===== src/pcst_pkg.sv =====
package pcst_pkg;

   // Window and access limits
   localparam int ADDR_BITS   = 16;
   localparam int MAX_ACCESS  = 64;
   localparam int PROBE_BACK  = 7;
   localparam int NEST_LIMIT  = 32;

   // Field widths on the ports
   localparam int ID_W        = 16;
   localparam int FIELD_ADDR_W = 16;
   localparam int LEN_W       = 7;
   localparam int REQ_DATA_W  = 40;
   localparam int RSP_DATA_W  = 56;

   // Internal widths
   localparam int REM_W       = 8;
   localparam int D_W         = $clog2(PROBE_BACK + 2);
   localparam int DEPTH_W     = $clog2(NEST_LIMIT + 1);
   localparam int STACK_DEPTH = 2 * NEST_LIMIT;
   localparam int SP_W        = $clog2(STACK_DEPTH + 1);
   localparam int STACK_AW    = $clog2(STACK_DEPTH);
   localparam int TABLE_DEPTH = 2 ** ADDR_BITS;

   typedef logic [ADDR_BITS-1:0] addr_type;

   typedef struct packed {
      logic             valid;
      logic [LEN_W-1:0] len;
      logic [ID_W-1:0]  prod;
   } rec_type;

   // Deferred table store of an open fix-up level
   typedef struct packed {
      addr_type addr;
      rec_type  rec;
   } frame_type;

   typedef enum logic [4:0] {
      OP_NONE,
      OP_CLEAR,
      OP_ACCEPT,
      OP_W_START,
      OP_W_FRESH,
      OP_W_KEEP,
      OP_W_GROW,
      OP_W_SHRINK,
      OP_RD_CUR,
      OP_RD_BACK,
      OP_D_SUB,
      OP_D_DEC,
      OP_D_INC,
      OP_D_ONE,
      OP_TB_TRIM,
      OP_TB_TAIL,
      OP_CS_CLEAR,
      OP_CS_SKIP,
      OP_CS_SPLIT,
      OP_POP,
      OP_RESTORE,
      OP_EMIT_FULL,
      OP_EMIT_REC,
      OP_EMIT_PART,
      OP_EMIT_UNK
   } op_type;

   typedef enum logic [3:0] {
      ST_CLEAR,
      ST_IDLE,
      ST_W_START,
      ST_W_CHK,
      ST_TB_RD,
      ST_TB_EV,
      ST_CS_RD,
      ST_CS_EV,
      ST_UNWIND,
      ST_RESTORE,
      ST_R_RD,
      ST_R_EV,
      ST_PB_RD,
      ST_PB_EV,
      ST_R_UNK
   } state_type;

   typedef struct packed {
      op_type op;
   } cmd_type;

   typedef struct packed {
      logic present;
      logic rec_valid;
      logic size_zero;
      logic depth_full;
      logic old_eq;
      logic old_lt;
      logic tb_eq;
      logic tb_lt;
      logic tb_tail;
      logic rem_le0;
      logic cs_split;
      logic rd_fits;
      logic pb_all;
      logic pb_part;
      logic rem_one;
      logic d_zero;
      logic d_over;
      logic sp_zero;
      logic out_free;
      logic clr_last;
   } status_type;

endpackage


===== src/pcst_ctrl.sv =====
module pcst_ctrl
   import pcst_pkg::*;
(
   input  logic       clock,
   input  logic       reset,
   input  logic       req_tvalid,
   input  logic       req_mode,
   input  status_type status,
   output logic       req_tready,
   output cmd_type    cmd
);

   state_type state_ff, state_in;

   // Next state
   always_comb begin
      state_in = state_ff;
      case (state_ff)
         ST_CLEAR: begin
            if (status.clr_last) state_in = ST_IDLE;
         end
         ST_IDLE: begin
            if (req_tvalid) state_in = req_mode ? ST_W_START : ST_R_RD;
         end
         ST_W_START: begin
            state_in = (status.size_zero || status.depth_full) ? ST_UNWIND : ST_W_CHK;
         end
         ST_W_CHK: begin
            if (!status.rec_valid) state_in = ST_TB_RD;
            else if (status.old_eq) state_in = ST_UNWIND;
            else if (status.old_lt) state_in = ST_CS_RD;
            else state_in = ST_W_START;
         end
         ST_TB_RD: begin
            state_in = status.d_zero ? ST_UNWIND : ST_TB_EV;
         end
         ST_TB_EV: begin
            if (!status.present) state_in = ST_TB_RD;
            else if (status.tb_eq) state_in = ST_UNWIND;
            else if (status.tb_lt) state_in = ST_TB_RD;
            else if (status.tb_tail) state_in = ST_W_START;
            else state_in = ST_UNWIND;
         end
         ST_CS_RD: begin
            state_in = status.rem_le0 ? ST_UNWIND : ST_CS_EV;
         end
         ST_CS_EV: begin
            if (status.present && status.cs_split) state_in = ST_W_START;
            else state_in = ST_CS_RD;
         end
         ST_UNWIND: begin
            state_in = status.sp_zero ? ST_IDLE : ST_RESTORE;
         end
         ST_RESTORE: state_in = ST_UNWIND;
         ST_R_RD: begin
            state_in = status.rem_le0 ? ST_IDLE : ST_R_EV;
         end
         ST_R_EV: begin
            if (!status.present) state_in = ST_PB_RD;
            else if (status.out_free) state_in = status.rd_fits ? ST_IDLE : ST_R_RD;
         end
         ST_PB_RD: begin
            state_in = status.d_over ? ST_R_UNK : ST_PB_EV;
         end
         ST_PB_EV: begin
            if (!status.present) state_in = ST_PB_RD;
            else if (status.pb_all) begin
               if (status.out_free) state_in = ST_IDLE;
            end else if (status.pb_part) begin
               if (status.out_free) state_in = ST_R_UNK;
            end else state_in = ST_R_UNK;
         end
         ST_R_UNK: begin
            if (status.out_free) state_in = status.rem_one ? ST_IDLE : ST_R_RD;
         end
         default: state_in = ST_IDLE;
      endcase
   end

   // Commands
   always_comb begin
      cmd.op     = OP_NONE;
      req_tready = 1'b0;
      case (state_ff)
         ST_CLEAR: cmd.op = OP_CLEAR;
         ST_IDLE: begin
            req_tready = 1'b1;
            if (req_tvalid) cmd.op = OP_ACCEPT;
         end
         ST_W_START: begin
            if (!status.size_zero && !status.depth_full) cmd.op = OP_W_START;
         end
         ST_W_CHK: begin
            if (!status.rec_valid) cmd.op = OP_W_FRESH;
            else if (status.old_eq) cmd.op = OP_W_KEEP;
            else if (status.old_lt) cmd.op = OP_W_GROW;
            else cmd.op = OP_W_SHRINK;
         end
         ST_TB_RD: begin
            if (!status.d_zero) cmd.op = OP_RD_BACK;
         end
         ST_TB_EV: begin
            if (!status.present) cmd.op = OP_D_DEC;
            else if (status.tb_eq) cmd.op = OP_NONE;
            else if (status.tb_lt) cmd.op = OP_D_SUB;
            else if (status.tb_tail) cmd.op = OP_TB_TAIL;
            else cmd.op = OP_TB_TRIM;
         end
         ST_CS_RD: begin
            if (!status.rem_le0) cmd.op = OP_RD_CUR;
         end
         ST_CS_EV: begin
            if (!status.present) cmd.op = OP_CS_SKIP;
            else if (status.cs_split) cmd.op = OP_CS_SPLIT;
            else cmd.op = OP_CS_CLEAR;
         end
         ST_UNWIND: begin
            if (!status.sp_zero) cmd.op = OP_POP;
         end
         ST_RESTORE: cmd.op = OP_RESTORE;
         ST_R_RD: begin
            if (!status.rem_le0) cmd.op = OP_RD_CUR;
         end
         ST_R_EV: begin
            if (!status.present) cmd.op = OP_D_ONE;
            else if (status.out_free) cmd.op = status.rd_fits ? OP_EMIT_FULL : OP_EMIT_REC;
         end
         ST_PB_RD: begin
            if (!status.d_over) cmd.op = OP_RD_BACK;
         end
         ST_PB_EV: begin
            if (!status.present) cmd.op = OP_D_INC;
            else if (status.pb_all) begin
               if (status.out_free) cmd.op = OP_EMIT_FULL;
            end else if (status.pb_part) begin
               if (status.out_free) cmd.op = OP_EMIT_PART;
            end
         end
         ST_R_UNK: begin
            if (status.out_free) cmd.op = OP_EMIT_UNK;
         end
         default: cmd.op = OP_NONE;
      endcase
   end

   always_ff @(posedge clock) begin
      if (reset) begin
         state_ff <= ST_CLEAR;
      end else begin
         state_ff <= state_in;
      end
   end

endmodule

===== config.mk =====
export PLATFORM = sky130hd
export DESIGN_NAME = pcst_ctrl
export DESIGN_NICKNAME = d
export VERILOG_FILES = /design/src/pcst_pkg.sv /design/src/pcst_ctrl.sv
export SDC_FILE = /design/constraint.sdc
export NUM_CORES = 1
export LEC_CHECK = 0
export BUFFER_PORTS_ARGS = -buffer_cell sky130_fd_sc_hd__buf_4
export CORE_UTILIZATION = 51
export DETAILED_ROUTE_END_ITERATION = 10
export PLACE_DENSITY_LB_ADDON = 0.12
export SETUP_SLACK_MARGIN = 0.5
export SYNTH_ARGS = -nofsm -noshare
export SYNTH_HDL_FRONTEND = slang
export SYNTH_SLANG_ARGS = --single-unit

===== constraint.sdc =====
create_clock -name clock -period 2.4 [get_ports clock]
set_clock_uncertainty 0.1 [all_clocks]
set_input_delay 0.48 -clock clock [delete_from_list [all_inputs] [get_ports clock]]
set_output_delay 0.48 -clock clock [all_outputs]
set_load 0.01 [all_outputs]

==> results of run 1 <==
cells by family after synthesis:
logic type / after synthesis
AO/OA/AOI/OAI: 54
flip-flops: 4
multiplexers: 2
buffers and inverters: 17
AND/OR/NAND/NOR: 78
XOR/XNOR: 1
layer usage:
| layer | overflow | track usage (%) |
|---|---|---|
| met1 | 0 | 69.0 |
| met2 | 3 | 85.9 |
| met3 | 0 | 47.6 |
| met4 | 3 | 66.5 |
| met5 | 0 | 5.71 |
timing repair:
| item | CTS |
|---|---|
| gates resized for setup | 24 |
| endpoints found under the setup margin | 10 |
| setup buffers | 13 |
| pin swaps | 12 |
through the flow:
step	utilization, %	area [um^2]	setup WS, ns	hold slack (ns)	instances
CTS	83.7	1480	0.319	0.337	225
detailed placement	71.9	1270	0.292	0.586	209
global placement	71.9	1270	0.291	0.582	209
floorplan	-	1000	0.435	0.458	156
==> flow_metrics.py, run 1 <==
metrics = {
    "synthesis": {
        "synth_cell_type_count": 46,
        "synth-compound-area-share_pct": 37.6,
        "synth-edff-count": 0,
        "synth_top_area_share_pct": 8.10,
        "synthSimpleGateAreaFrac_pct": 43.5,
        "synth_top_family_by_area": "simple AND/OR/NAND/NOR gates",
        "synth.area.top_cells": "dfxtp_1, o21ai_0, nand2_1",
        "syn_nets": 180,
        "synth_xor_area_share_pct": 0.886,
        "syn_avg_cell_area_um2": 6.34,
        "synthAdderAreaFrac_pct": 0,
        "syn_area_um2": 988,
        "synth-main-ff-cell": "dfxtp_1",
        "synth-seq-cells": 4,
        "synth-async-reset-ratio_pct": 0,
        "yosysTopAreaCell": "dfxtp_1",
        "synthMuxAreaShare_pct": 2.03,
        "ys_warn_count": 0,
        "synth_cells": 156,
        "yosysSeqAreaShare_pct": 8.10,
        "synth_common_cells": "nand2_1, o21ai_0, nor2_1, nand3_1",
    },
    "placed_design": {
        "io_buffer_count": 29,
        "gp_congestion": 0.964,
        "post-dp-hpwl_um": 2520,
    },
    "die": {
        "fp.dieH_um": 46.0,
        "die_w_um": 46.0,
        "start_util_pct": 56.0,
        "pin_count": 30,
        "rows": 15,
    },
    "sta": {
        "worst_endpoint": "cmd[3]",
        "endpoint_type": "top-level output",
    },
    "clock_network": {
        "cts_hold_buf": 0,
        "cts_root_buf": "clkbuf_4",
        "numCtsBuffers": 3,
        "cts_max_path_buffers": 2,
        "cts.htree.levels": 1,
        "cts.sinks": 4,
    },
    "global_routing": {
        "grt_usage_pct": 67.4,
        "overflow": 6,
        "grt_max_degree": 21,
    },
    "status": {
        "error": "[ERROR GRT-0232] Routing congestion too high. Check the congestion heatmap in the GUI.",
        "stop_stage": "global routing",
        "outcome": "did not finish",
    },
}
==> inputs of run 2 (changes only) <==
--- a/config.mk
+++ b/config.mk
@@ -6,10 +6,10 @@
 export NUM_CORES = 1
 export LEC_CHECK = 0
 export BUFFER_PORTS_ARGS = -buffer_cell sky130_fd_sc_hd__buf_4
-export CORE_UTILIZATION = 51
+export CORE_AREA = 2 2 63 65
 export DETAILED_ROUTE_END_ITERATION = 10
-export PLACE_DENSITY_LB_ADDON = 0.12
-export SETUP_SLACK_MARGIN = 0.5
+export DIE_AREA = 0 0 65 67
+export PLACE_DENSITY_LB_ADDON = 0.15
 export SYNTH_ARGS = -nofsm -noshare
 export SYNTH_HDL_FRONTEND = slang
 export SYNTH_SLANG_ARGS = --single-unit
==> flow_metrics.py, run 2 <==
metrics = {
    "global_routing": {
        "grt_usage_pct": 17.4,
        "grt_max_degree": 21,
        "antenna_found_initial": 0,
        "gr-usage-met1_pct": 25.0,
        "met3_usage_pct": 2.70,
        "grt_busiest_layer": "met2",
        "grt_pass1_vias": 1190,
        "grt.met2_usage_pct": 26.7,
        "grt_pass1_wl_um": 5890,
        "overflow": 0,
    },
    "critical_path": {
        "regToRegSetupSlack_ns": 0.45,
        "r2r_end": "state_ff[3]$_SDFFE_PP0P_",
        "cp_slowest_cell": "dfxtp_2",
        "rr_startpoint": "state_ff[3]$_SDFFE_PP0P_",
        "path_class": "flip-flop to output port",
        "cp_data_arrival_time_ns": 1.73,
        "end_kind": "output port",
        "cp_common_cell": "buf_4",
        "crit_required_ns": 1.82,
        "cp_top_family": "flip-flops",
        "slowest_delay_ns": 0.41,
        "start_kind": "flip-flop",
        "critPathLaunch": "state_ff[1]$_SDFFE_PP0P_",
        "path_buf_inv": 2,
        "r2r_cells": 7,
        "crit_chain": "buf_4 -> nor2b_1 -> nand3_1 -> o311ai_0 -> buf_4",
        "cp_max_fo": 18,
    },
    "die": {
        "rows": 22,
        "die_w_um": 65,
        "start_util_pct": 27.4,
        "fp.dieH_um": 67,
        "dieArea_um2": 4360,
        "core_um2": 3610,
        "pin_count": 30,
    },
    "detailed_routing": {
        "wire_per_inst_um": 15.8,
        "ant_nets": 0,
        "first_pass_iters": 4,
        "drc": 0,
        "vias": 1352,
        "drtIter0Drc": 93,
        "avgViaCountPerCell": 5.78,
        "wirelength_um": 3700,
    },
    "pwr": {
        "clkPwrFrac_pct": 35.2,
        "report.power.total_w": 0.000397,
        "power.leakage_nw": 0.506,
        "power.density_nw_per_um2": 297,
        "power_frac_comb_pct": 43.8,
        "power.switching_w": 0.000134,
        "internal_power_w": 0.000263,
        "ir_drop_uv": 119,
        "sw_frac_of_total_pct": 33.8,
        "pwr-share-seq_pct": 21.0,
    },
    "layout": {
        "largest_reg_flops": 4,
        "nets": 212,
        "top_register": "state_ff",
        "final_area_um2": 1340,
        "layout-drive-gt1-share_pct": 27.4,
        "top_regs": "state_ff: 4 flops",
        "layout_commonest_cell": "buf_4",
        "most-common-layout-cells": "buf_4, nand2_1, o21ai_0, nor2_1, nand3_1",
        "area_growth_pct": 35.2,
        "fill_cells": 415,
        "num_antenna_cells": 0,
    },
    "synthesis": {
        "ys_warn_count": 0,
        "syn_area_um2": 988,
        "synth_cells": 156,
        "syn_nets": 180,
        "synth_top_area_share_pct": 8.10,
        "synth-async-reset-ratio_pct": 0,
        "synth-main-ff-cell": "dfxtp_1",
        "yosysTopAreaCell": "dfxtp_1",
        "synth.area.top_cells": "dfxtp_1, o21ai_0, nand2_1",
        "syn_avg_cell_area_um2": 6.34,
        "yosysSeqAreaShare_pct": 8.10,
        "synth_common_cells": "nand2_1, o21ai_0, nor2_1, nand3_1",
        "synth_cell_type_count": 46,
        "synth-edff-count": 0,
        "synth-seq-cells": 4,
    },
    "sta": {
        "final.setup.tns_ns": 0,
        "relSlewSlack_pct": 71.8,
        "drv_slew": 0,
        "hold_ws_ns": 0.355,
        "fin_ws_ns": 0.0905,
        "hold_viol_final": 0,
        "fmax_mhz": 433,
        "min_period_over_period_pct": 96.2,
        "rsz0062_at_grt": "no",
        "fin_crit_ns": 2.31,
        "tightest_slew_ns": 0.417,
        "setup_viol": 0,
    },
    "clock_network": {
        "cts.htree.levels": 1,
        "numCtsBuffers": 3,
        "cts.sinks": 4,
        "clk_pin_slew_ns": 0.03,
        "cts_hold_buf": 0,
        "cts_max_path_buffers": 2,
        "cts_tree": "yes",
        "cts_root_buf": "clkbuf_8",
        "clk-insertion-delay-late_ns": 0.22,
    },
    "status": {
        "outcome": "completed",
    },
    "placed_design": {
        "pre_cts_slack_ns": 0.204,
        "dpl_cell_area_um2": 1290,
        "post-dp-hpwl_um": 2880,
        "gp_congestion": 0.913,
        "io_buffer_count": 29,
    },
    "worst_hold_path": {
        "hold_start": "reset",
        "hold_path.class": "input pin to flip-flop",
        "min_path_cells": 2,
        "hold_end": "state_ff[0]$_SDFFE_PP0P_",
    },
    "job": {
        "maxCapViolations": 0,
    },
}
## run 2: cell counts after synthesis
No cell type changed its count.
## run 2: metal layers
layer  wire length, um  vias to the layer above
met5                 0                        -
met3               182                        4
li1                  -                      660
met2              1720                       47
met4                53                        0
met1              1740                      641
## run 2: logic make-up (layout without fill, tap and decap cells)
| logic type | after synthesis | in the layout | synth area share [%] |
|---|---|---|---|
| xor gates and xnor gates | 1 | 1 | 0.886 |
| muxes | 2 | 2 | 2.03 |
| DFF | 4 | 4 | 8.10 |
| buffers and inverters | 17 | 47 | 7.85 |
| AOI/OAI and AO/OA | 54 | 54 | 37.6 |
| and+or+nand+nor | 78 | 78 | 43.5 |
## run 2: repair_timing
action | 4_1_cts | 5_1_grt
setup buffers | 0 | 0
setup endpoints to repair | 2 | 2
gates resized for setup | 2 | 2
cloned | 0 | 0
## run 2: worst register-to-register path: stages, from the launching register on
cell	delay (ns)
dfxtp_2	0.41
buf_4	0.22
nor2b_1	0.08
buf_4	0.15
a32oi_1	0.18
o211ai_1	0.11
nor4b_1	0.44
o21ai_1	0.13
## run 2: how the worst max path moves through the flow
stage | slack [ns] | to | depth (start not counted)
finish | 0.09 | cmd[2] | 5
global route | 0.01 | cmd[2] | 5
CTS | 0.10 | cmd[0] | 4
detailed placement | 0.20 | cmd[1] | 6
global placement | 0.21 | cmd[1] | 6
floorplan | 0.24 | cmd[1] | 6
## run 2: per-stage QoR
stage | util (%) | instances
after floorplan | - | 156
after global placement | 35.8 | 231
after detailed placement | 35.8 | 231
after CTS | 37.0 | 234
after global routing | 37.1 | 234
final | 37.1 | 234
## run 2: power by group through the flow
stage               combinational [W]  sequential (W)  clock [W]
finish                       0.000174       0.0000835   0.000140
global route                 0.000191       0.0000840   0.000148
CTS                          0.000173       0.0000834   0.000143
detailed placement           0.000172       0.0000832          0
global placement             0.000172       0.0000836          0
floorplan                    0.000101       0.0000722          0
## run 2: area by class of cell
cell class                 count  area, um^2  share of cell area (%)
tap                           48        60.1                    4.49
inverter                       3        11.3                   0.843
sequential                     4        85.1                    6.37
clock buffer                   3        41.3                    3.09
multi-input combinational    135         831                    62.2
timing repair buffer          41         308                    23.0
Power figures use the tool's default switching activity.
==> inputs of run 3 (changes only) <==
--- a/config.mk
+++ b/config.mk
@@ -10,6 +10,7 @@
 export DETAILED_ROUTE_END_ITERATION = 10
 export DIE_AREA = 0 0 65 67
 export PLACE_DENSITY_LB_ADDON = 0.15
+export SETUP_SLACK_MARGIN = 0.4
 export SYNTH_ARGS = -nofsm -noshare
 export SYNTH_HDL_FRONTEND = slang
 export SYNTH_SLANG_ARGS = --single-unit
==> flow_metrics.py, run 3 (same netlist as run 2, synthesis figures left out) <==
metrics = {
    "critical_path": {
        "crit_chain": "or2_1 -> o41a_1 -> o2111ai_2 -> buf_4",
        "cp_data_arrival_time_ns": 1.51,
        "slowest_delay_ns": 0.41,
        "cp_max_fo": 4,
        "rr_startpoint": "state_ff[1]$_SDFFE_PP0P_",
        "r2r_cells": 6,
        "crit_required_ns": 1.82,
        "critPathLaunch": "state_ff[2]$_SDFFE_PP0P_",
        "cp_slowest_cell": "o41a_1",
        "end_kind": "output port",
        "path_class": "flip-flop to output port",
        "start_kind": "flip-flop",
    },
    "placed_design": {
        "post-dp-hpwl_um": 2930,
        "gp_congestion": 0.921,
        "io_buffer_count": 29,
    },
    "worst_hold_path": {
        "min_path_cells": 2,
        "hold_start": "reset",
        "hold_path.class": "input pin to flip-flop",
    },
    "layout": {
        "layout-drive-gt1-share_pct": 47.4,
        "top_regs": "state_ff: 4 flops",
        "top_register": "state_ff",
        "area_growth_pct": 76.1,
        "nets": 239,
        "layout_commonest_cell": "buf_4",
        "fill_cells": 391,
        "num_antenna_cells": 0,
        "most-common-layout-cells": "buf_4, nand2_1, nor2_1, o21ai_0, nand3_1",
        "largest_reg_flops": 4,
    },
    "detailed_routing": {
        "wirelength_um": 4250,
        "drtIter0Drc": 72,
        "wire_per_inst_um": 16.3,
        "first_pass_iters": 4,
        "vias": 1484,
        "avgViaCountPerCell": 5.69,
        "drc": 0,
        "ant_nets": 0,
    },
    "clock_network": {
        "cts_max_path_buffers": 2,
        "clk_pin_slew_ns": 0.03,
        "cts_tree": "yes",
        "cts.htree.levels": 1,
        "cts_hold_buf": 0,
        "clk-insertion-delay-late_ns": 0.22,
        "cts.sinks": 4,
        "numCtsBuffers": 3,
        "cts_root_buf": "clkbuf_8",
    },
    "status": {
        "outcome": "completed",
    },
    "sta": {
        "setup_viol": 0,
        "hold_ws_ns": 0.363,
        "min_period_over_period_pct": 86.9,
        "rsz0062_at_grt": "yes",
        "drv_slew": 0,
        "hold_viol_final": 0,
        "tightest_slew_ns": 0.319,
        "fmax_mhz": 479,
        "fin_crit_ns": 2.09,
        "relSlewSlack_pct": 78.6,
        "final.setup.tns_ns": 0,
    },
    "die": {
        "die_w_um": 65,
        "dieArea_um2": 4360,
        "start_util_pct": 27.4,
        "fp.dieH_um": 67,
        "pin_count": 30,
        "rows": 22,
        "core_um2": 3610,
    },
    "global_routing": {
        "antenna_found_initial": 0,
        "grt_pass1_vias": 1401,
        "grt_pass1_wl_um": 6690,
        "grt_usage_pct": 19.7,
        "overflow": 0,
        "grt_max_degree": 21,
    },
    "pwr": {
        "power.density_nw_per_um2": 267,
        "ir_drop_uv": 91.2,
        "power.leakage_nw": 0.684,
    },
    "job": {
        "maxCapViolations": 0,
    },
}
[run 3: cell types whose count changed in the layout (fill, tap and decap cells not counted), moves of 4 or more]
| cell | previous run | this run |
|---|---|---|
| nor2b_2 | 0 | 4 |
| dfxtp_4 | 0 | 4 |
| buf_6 | 0 | 4 |
| nor2b_1 | 7 | 1 |
| dfxtp_2 | 4 | 0 |
| buf_4 | 41 | 59 |
[run 3: area by class of cell]
type	instances	area (um^2)	area share [%]
multi-input cells	135	955	54.9
well taps	48	60.1	3.45
flip-flops and latches	4	95.1	5.46
inverters	3	11.3	0.647
repair buffers	68	578	33.2
clock buffers	3	41.3	2.37
[run 3: final timing paths]
path / endpoint / slack [ns]
worst min-delay path: state_ff[0]$_SDFFE_PP0P_ / 0.36
worst max-delay path: cmd[0] / 0.31
worst min register to register: state_ff[3]$_SDFFE_PP0P_ / 0.59
worst max register to register: state_ff[0]$_SDFFE_PP0P_ / 0.47
[run 3: routing by layer]
metal | vias up | routed length (um) | GRT usage, %
met4 | 0 | 108 | 6.91
met1 | 714 | 1820 | 25.4
li1 | 711 | - | -
met5 | - | 0 | 0
met3 | 11 | 208 | 2.53
met2 | 48 | 2110 | 33.5
[run 3: stage by stage]
stage / setup slack, ns / cell area, um^2 / cells / total power, W / util [%]
finish: 0.314 / 1740 / 261 / 0.000465 / 48.3
global route: 0.272 / 1740 / 261 / 0.000492 / 48.3
CTS: 0.316 / 1590 / 253 / 0.000435 / 44.0
detailed placement: 0.256 / 1330 / 236 / 0.000261 / 36.8
global placement: 0.241 / 1330 / 236 / 0.000262 / 36.8
floorplan: 0.377 / 990 / 156 / 0.000174 / -
[run 3: where the power goes]
group          internal, W  switching (W)
combinational     0.000130       0.000115
sequential       0.0000682     0.00000818
clock             0.000107      0.0000361
total             0.000305       0.000159
[run 3: repair_timing]
item,4_1_cts,5_1_grt
setup buffers,14,8
resized for setup,24,21
pin swaps,4,10
endpoints found under the setup margin,10,8
[run 3: critical path, delay by kind of cell, from the launching register on]
kind,cells,cell delay (ns)
AOI/OAI and AO/OA,2,0.52
buffers and inverters,1,0.16
DFF,1,0.36
and+or+nand+nor,1,0.25
==> inputs of run 4 (changes only) <==
--- a/config.mk
+++ b/config.mk
@@ -5,10 +5,12 @@
 export SDC_FILE = /design/constraint.sdc
 export NUM_CORES = 1
 export LEC_CHECK = 0
+export ABC_AREA = 1
 export BUFFER_PORTS_ARGS = -buffer_cell sky130_fd_sc_hd__buf_4
 export CORE_AREA = 2 2 63 65
 export DETAILED_ROUTE_END_ITERATION = 10
 export DIE_AREA = 0 0 65 67
+export MAX_ROUTING_LAYER = met4
 export PLACE_DENSITY_LB_ADDON = 0.15
 export SETUP_SLACK_MARGIN = 0.4
 export SYNTH_ARGS = -nofsm -noshare
==> flow_metrics.py, run 4 <==
metrics = {
    "status": {
        "outcome": "completed",
    },
    "detailed_routing": {
        "drc": 0,
        "first_pass_iters": 4,
        "wirelength_um": 3170,
        "wire_per_inst_um": 11.7,
        "vias": 1286,
        "ant_nets": 0,
        "avgViaCountPerCell": 4.76,
        "drtIter0Drc": 86,
    },
    "placed_design": {
        "gp_congestion": 0.897,
        "post-dp-hpwl_um": 2650,
        "io_buffer_count": 29,
        "dp_cells": 261,
        "dpl_cell_area_um2": 1200,
    },
    "critical_path": {
        "regToRegSetupSlack_ns": 0.86,
        "rr_startpoint": "state_ff[2]$_SDFFE_PP0P_",
        "r2r_end": "state_ff[0]$_SDFFE_PP0P_",
        "end_kind": "output port",
        "start_kind": "flip-flop",
        "cp_max_fo": 5,
        "path_class": "flip-flop to output port",
        "cp_slowest_cell": "dfxtp_4",
        "crit_required_ns": 1.82,
        "cp_data_arrival_time_ns": 1.44,
        "crit_chain": "inv_4 -> nor2_4 -> nand4_1 -> nor3b_2 -> o2111ai_1 -> buf_4",
        "r2r_cells": 9,
        "cp_top_family": "simple AND/OR/NAND/NOR gates",
        "path_buf_inv": 2,
        "slowest_delay_ns": 0.38,
    },
    "worst_hold_path": {
        "hold_path.class": "input pin to flip-flop",
        "min_path_cells": 2,
        "hold_end": "state_ff[2]$_SDFFE_PP0P_",
        "hold_start": "reset",
    },
    "sta": {
        "relSlewSlack_pct": 72.6,
        "rsz0062_at_grt": "yes",
        "tightest_slew_ns": 0.407,
        "final.setup.tns_ns": 0,
        "min_period_over_period_pct": 84.3,
        "fmax_mhz": 494,
        "fin_crit_ns": 2.02,
        "drv_slew": 0,
        "hold_viol_final": 0,
        "setup_viol": 0,
    },
    "pwr": {
        "power.leakage_nw": 0.775,
        "internal_power_w": 0.000498,
        "clkPwrFrac_pct": 13.7,
        "ir_drop_uv": 321,
        "power_frac_comb_pct": 69.1,
        "sw_frac_of_total_pct": 51.4,
        "power.switching_w": 0.000527,
        "pwr-share-seq_pct": 17.2,
        "power.density_nw_per_um2": 705,
    },
    "synthesis": {
        "synth-edff-count": 0,
        "synth_top_area_share_pct": 21.4,
        "synth-seq-cells": 4,
        "synth_common_cells": "nand2_1, inv_1, nor2_1, nand3_1, nand4_1",
        "synth_cell_type_count": 24,
        "synth_cells": 186,
        "synth.area.top_cells": "nand2_1, inv_1, nor2_1",
        "yosysMostFrequentCell": "nand2_1",
        "syn_area_um2": 931,
        "yosysTopAreaCell": "nand2_1",
        "yosysSeqAreaShare_pct": 8.60,
        "syn_avg_cell_area_um2": 5.00,
        "ys_warn_count": 0,
        "synth-main-ff-cell": "dfxtp_1",
        "synth-async-reset-ratio_pct": 0,
        "syn_nets": 210,
    },
    "global_routing": {
        "grt_pass1_wl_um": 5290,
        "grt_pass1_vias": 1221,
        "antenna_found_initial": 0,
        "grt_usage_pct": 15.9,
        "grt_max_degree": 15,
        "overflow": 0,
    },
    "clock_network": {
        "clk_pin_slew_ns": 0.03,
        "cts_root_buf": "clkbuf_8",
        "numCtsBuffers": 3,
        "cts_max_path_buffers": 2,
        "clk-insertion-delay-late_ns": 0.22,
        "cts_hold_buf": 0,
        "cts.sinks": 4,
        "cts.htree.levels": 1,
        "cts_tree": "yes",
    },
    "layout": {
        "most-common-layout-cells": "nand2_1, buf_4, inv_1, nor2_1, nand3_1",
        "nets": 248,
        "final_area_um2": 1450,
        "layout_commonest_cell": "nand2_1",
        "top_register": "state_ff",
        "layout-drive-gt1-share_pct": 41.0,
        "fin_cells": 270,
        "largest_reg_flops": 4,
        "top_regs": "state_ff: 4 flops",
        "area_growth_pct": 56.2,
        "num_antenna_cells": 0,
    },
    "job": {
        "maxCapViolations": 0,
    },
    "die": {
        "die_w_um": 65,
        "core_um2": 3610,
        "start_util_pct": 25.8,
        "dieArea_um2": 4360,
        "fp.dieH_um": 67,
        "rows": 22,
        "pin_count": 30,
    },
}
-- run 4: changes by cell type after synthesis, moves of 7 or more --
| cell | change |
|---|---|
| buf_2 | -7 |
| inv_1 | +27 |
| nand2_1 | +39 |
| nand2b_1 | -8 |
| nand3_1 | +9 |
| nand4_1 | +8 |
| nor2_1 | +13 |
| nor2b_1 | -7 |
| o21ai_0 | -8 |
-- run 4: per-layer routing --
layer / GRT usage, % / share of wire [%]
met1: 20.8 / 45
met4: 1.33 / 0.32
met5: - / 0
met3: 3.38 / 6.7
met2: 26.0 / 48
-- run 4: power by group through the flow --
stage               logic, W  clock network, W  registers (W)
global placement    0.000597                 0       0.000133
finish              0.000709          0.000141       0.000176
CTS                 0.000635          0.000144       0.000156
detailed placement  0.000586                 0       0.000135
floorplan           0.000406                 0       0.000119
global route        0.000788          0.000150       0.000181
-- run 4: worst max path at each step --
stage                                         from  endpoint  slack [ns]  cells past startpoint
after floorplan                         status[19]    cmd[1]        0.62                      7
after global routing      state_ff[2]$_SDFFE_PP0P_    cmd[0]        0.28                      8
after global placement                  status[19]    cmd[0]        0.31                      7
after CTS                 state_ff[3]$_SDFFE_PP0P_    cmd[0]        0.36                      8
final                     state_ff[1]$_SDFFE_PP0P_    cmd[0]        0.38                      6
after detailed placement                 status[7]    cmd[2]        0.36                      7
-- run 4: logic make-up (layout without fill, tap and decap cells) --
group | after synthesis | in the layout | synth area share, %
buffers and inverters | 35 | 71 | 14.2
DFF | 4 | 4 | 8.60
AOI/OAI and AO/OA | 16 | 16 | 9.54
and+or+nand+nor | 131 | 131 | 67.6
-- run 4: cell type report --
type | count | area [um^2]
multi-input combinational | 147 | 853
inverter | 33 | 141
fill | 404 | 2150
timing repair buffer | 35 | 263
tap | 48 | 60.1
sequential | 4 | 95.1
clock buffer | 3 | 41.3
-- run 4: stage by stage --
| stage | total power (W) | util [%] | setup WS (ns) | hold slack (ns) |
|---|---|---|---|---|
| final | 0.00103 | 40.3 | 0.376 | 0.345 |
| after global routing | 0.00112 | 40.3 | 0.283 | 0.342 |
| after detailed placement | 0.000721 | 33.3 | 0.359 | 0.421 |
| after global placement | 0.000730 | 33.3 | 0.313 | 0.420 |
| after floorplan | 0.000525 | - | 0.623 | 0.383 |
| after CTS | 0.000935 | 37.1 | 0.356 | 0.341 |
-- run 4: timing repair --
| action | 4_1_cts | 5_1_grt |
|---|---|---|
| endpoints found under the setup margin | 5 | 5 |
| gates resized for setup | 28 | 33 |
| pin swaps | 6 | 12 |
| setup buffers | 4 | 2 |
